## config.mk

```make
export PLATFORM = sky130hd
export DESIGN_NAME = djs_ram
export DESIGN_NICKNAME = d
export VERILOG_FILES = /design/src/rtl/djs_ram.sv
export SDC_FILE = /design/constraint.sdc
export NUM_CORES = 2
export LEC_CHECK = 0
export BUFFER_PORTS_ARGS = -buffer_cell sky130_fd_sc_hd__buf_2
export CORE_MARGIN = 5
export CORE_UTILIZATION = 50
export DETAILED_ROUTE_END_ITERATION = 16
export GPL_TIMING_DRIVEN = 0
export PLACE_DENSITY = 0.76
export SKIP_LAST_GASP = 1
export SLEW_MARGIN = 5
export SYNTH_ARGS = -nofsm -noshare
export SYNTH_HDL_FRONTEND = slang
export SYNTH_SLANG_ARGS = --single-unit
```

## constraint.sdc

```tcl
create_clock -name clk -period 2.6 [get_ports clk]
set_input_delay 0.13 -clock clk [delete_from_list [all_inputs] [get_ports clk]]
set_output_delay 0.13 -clock clk [all_outputs]
set_load 0.02 [all_outputs]
```

## src/rtl/djs_ram.sv

```systemverilog
// generic simple dual port ram, one write and one registered read port
// no dependencies
module djs_ram #(
	parameter int WIDTH = 8,
	parameter int DEPTH = 256
) (
	input  logic                     clk,
	input  logic                     we,
	input  logic [$clog2(DEPTH)-1:0] waddr,
	input  logic [WIDTH-1:0]         wdata,
	input  logic [$clog2(DEPTH)-1:0] raddr,
	output logic [WIDTH-1:0]         rdata
);

	logic [WIDTH-1:0] mem [DEPTH];

	always_ff @(posedge clk) begin
		if (we) begin
			mem[waddr] <= wdata;
		end
		rdata <= mem[raddr];
	end

endmodule

```

==> reports/summary.txt <==
DR WL/cell - 37.8 um
failing checks - setup timing
top-count cell post-synth - edfxtp_1
port bufs - 26
DIE HEIGHT - 409 um
Layout Nets - 4005
CP required - 3.03 ns
Initial Util - 0.502
CTS Buffer Depth - 3
Synth Register Bits - 2056
warnings from Yosys - 0
via density per instance - 6.90
Final setup viols - 850
crit path from - waddr[1]
Reg2Reg Launch Point - mem[101][4]$_DFFE_PP_
drt pass-1 iters - 7
Yosys top cell by area - edfxtp_1
area share of the largest cell type after synthesis - 0.773
worst hold slack - 0.256 ns
setup ws final - -0.353 ns
Synth cell types - 55
TritonCTS clock tree - yes
# IOs - 34
crit path max fanout - 11
layout cells sized above 1 - 0.279
DP HPWL - 151000 um
Pwr Total - 0.0686 W
Crit. End Element - register
clock sink total - 2056
HP Start - waddr[6]
DIE AREA - 167000 um^2
top cells by area, synth - edfxtp_1 (77%), mux4_2 (13%), mux2i_1 (1.7%)
CP arrival - 3.38 ns
Starting DRT DRC Count - 7703
RSZ-0062 raised after global routing - true
FILL cells - 10900
routed vias - 42900
Mapped Area - 79600 um^2
Final Hold Vio Count - 0
total grt overflow - 0
sequential fraction of the synthesis area - 0.775
worst vdd ir - 697 uV
first-pass GRT wire length - 325000 um
DRT antenna net count - 0
Hold WC Path Type - in2reg
status - finished with violations
top cells by count, synth - edfxtp_1 (2048), mux4_2 (454), nor2_1 (282), mux2i_1 (134), a22oi_1 (133)
number of global-route vias before repair - 41900
P_leak - 27.6 nW
largest net degree at the start of global routing - 157
ys flop type - edfxtp_1
worst path cell trace - clkbuf_1 > nor2_1 > nand4_1 > clkbuf_2 > nor2_1
Layout Skew - 0.0245 ns
critical path's most frequent cell - nor2_1
Num CTS Buffers - 192
Post-Syn Instances - 3733
Layout Area Growth over Synthesis - 13.1%
maximum clock rate - 339 MHz
fin crit period - 2.95 ns
Post-Route WL - 235000 um
Largest stage delay, worst path - 0.88 ns
root buffer cell - clkbuf_16
Slew Limit Fails - 0
Max Cap Violations - 0
number of synthesized flops with an enable pin - 2048
Skew-Pair Late Insertion Delay - 0.82 ns
gr usage total - 0.279
asr flop ratio synth - 0
Die X - 409 um
Max-slew headroom - 0.0833
Reg clk slew, reported paths - 0.06 ns
H-tree levels - 4
Core ar. - 158000 um^2
Avg Cell Area, Syn - 21.3 um^2
DRC viols - 0
actual slew at the worst max-slew pin - 1.38 ns
initial antenna violation count - 8
row count - 146
syn nets - 3759
final period utilization - 1.14
Slowest-stage cell, CP - nor2_1
GPL Wtd Cong - 1.01
startpoint types - input pin
power per cell area - 763 nW/um^2
Worst Setup Path Type - in2reg
[state kept, by name, summed over array words and instances, names as in the netlist]
signal and cells:
rdata 8, mem 2048
[final timing paths]
kind	to	slack, ns	cells after the start
max	mem[92][2]$_DFFE_PP_	-0.35	5
min	mem[192][6]$_DFFE_PP_	0.26	3
max reg2reg	rdata[4]$_DFF_P_	-0.04	6
min reg2reg	rdata[6]$_DFF_P_	1.35	5
[layout make-up]
| class | count | area, um^2 | share of cell area |
|---|---|---|---|
| Timing Repair Buffer | 54 | 621 | 0.00690 |
| Tap cell | 2072 | 2590 | 0.0288 |
| Clock buffer | 230 | 5060 | 0.0563 |
| Clock inverter | 120 | 1090 | 0.0121 |
| Sequential cell | 2056 | 61700 | 0.685 |
| Buffer | 231 | 1600 | 0.0178 |
| Inverter | 2 | 11.3 | 0.000125 |
| Multi-Input combinational cell | 1442 | 17300 | 0.193 |
| Antenna cell | 5 | 12.5 | 0.000139 |
[through the flow]
stage | util | instance area, um^2 | setup TNS, ns | worst slack [ns] | cells
6_report | 0.568 | 90000 | -85.64 | -0.353 | 6212
3_5_place_dp | 0.522 | 82700 | -1116.89 | -2.38 | 5843
2_1_floorplan | - | 79600 | 0 | 0.532 | 3733
4_1_cts | 0.566 | 89600 | -2.19 | -0.245 | 6204
5_1_grt | 0.568 | 90000 | -17.08 | -0.235 | 6207
3_3_place_gp | 0.520 | 82300 | -4462.97 | -2.49 | 5831
[power by group]
group	total, W	switching, W	internal (W)
clock network	0.0279	0.0124	0.0156
registers	0.0366	0.0000254	0.0365
logic	0.00411	0.00285	0.00125
[layer usage]
| layer | GRT usage | vias to the layer above | wire, um |
|---|---|---|---|
| li1 | - | 16200 | - |
| met3 | 0.121 | 780 | 38600 |
| met4 | 0.162 | 2 | 16300 |
| met5 | 0 | - | 13 |
| met1 | 0.355 | 21800 | 76800 |
| met2 | 0.403 | 4085 | 103000 |
[cell families after synthesis]
logic type / count (synthesis) / synth area share
muxes: 591 / 0.146
buffers and inverters: 235 / 0.0183
DFF: 2056 / 0.775
AOI/OAI and AO/OA: 385 / 0.0342
and+or+nand+nor: 466 / 0.0263
[cells in the final DEF (no fill, tap or decap), drive strengths merged, types with 22 or more instances in the layout]
cell type	instances
edfxtp	2048
mux4	456
clkbuf	336
nor2	282
buf	166
mux2i	134
a22oi	133
a21oi	96
clkinv	89
o221ai	47
nand3	34
nand2	33
nor2b	31
o22ai	28
nor4	27
nor3	22
[worst max-delay path: cells and delay by family]
kind	cells	cell delay, ns
buffers and inverters	2	1.07
and+or+nand+nor	3	2.16
[what timing repair did]
item                       CTS  global route
pin swaps                    4             3
hold endpoints to repair   891             0
resized for setup          177           156
setup endpoints to repair  453          1103
setup buffers                4             3
hold buffers                 8             0
Power figures use the tool's default switching activity.
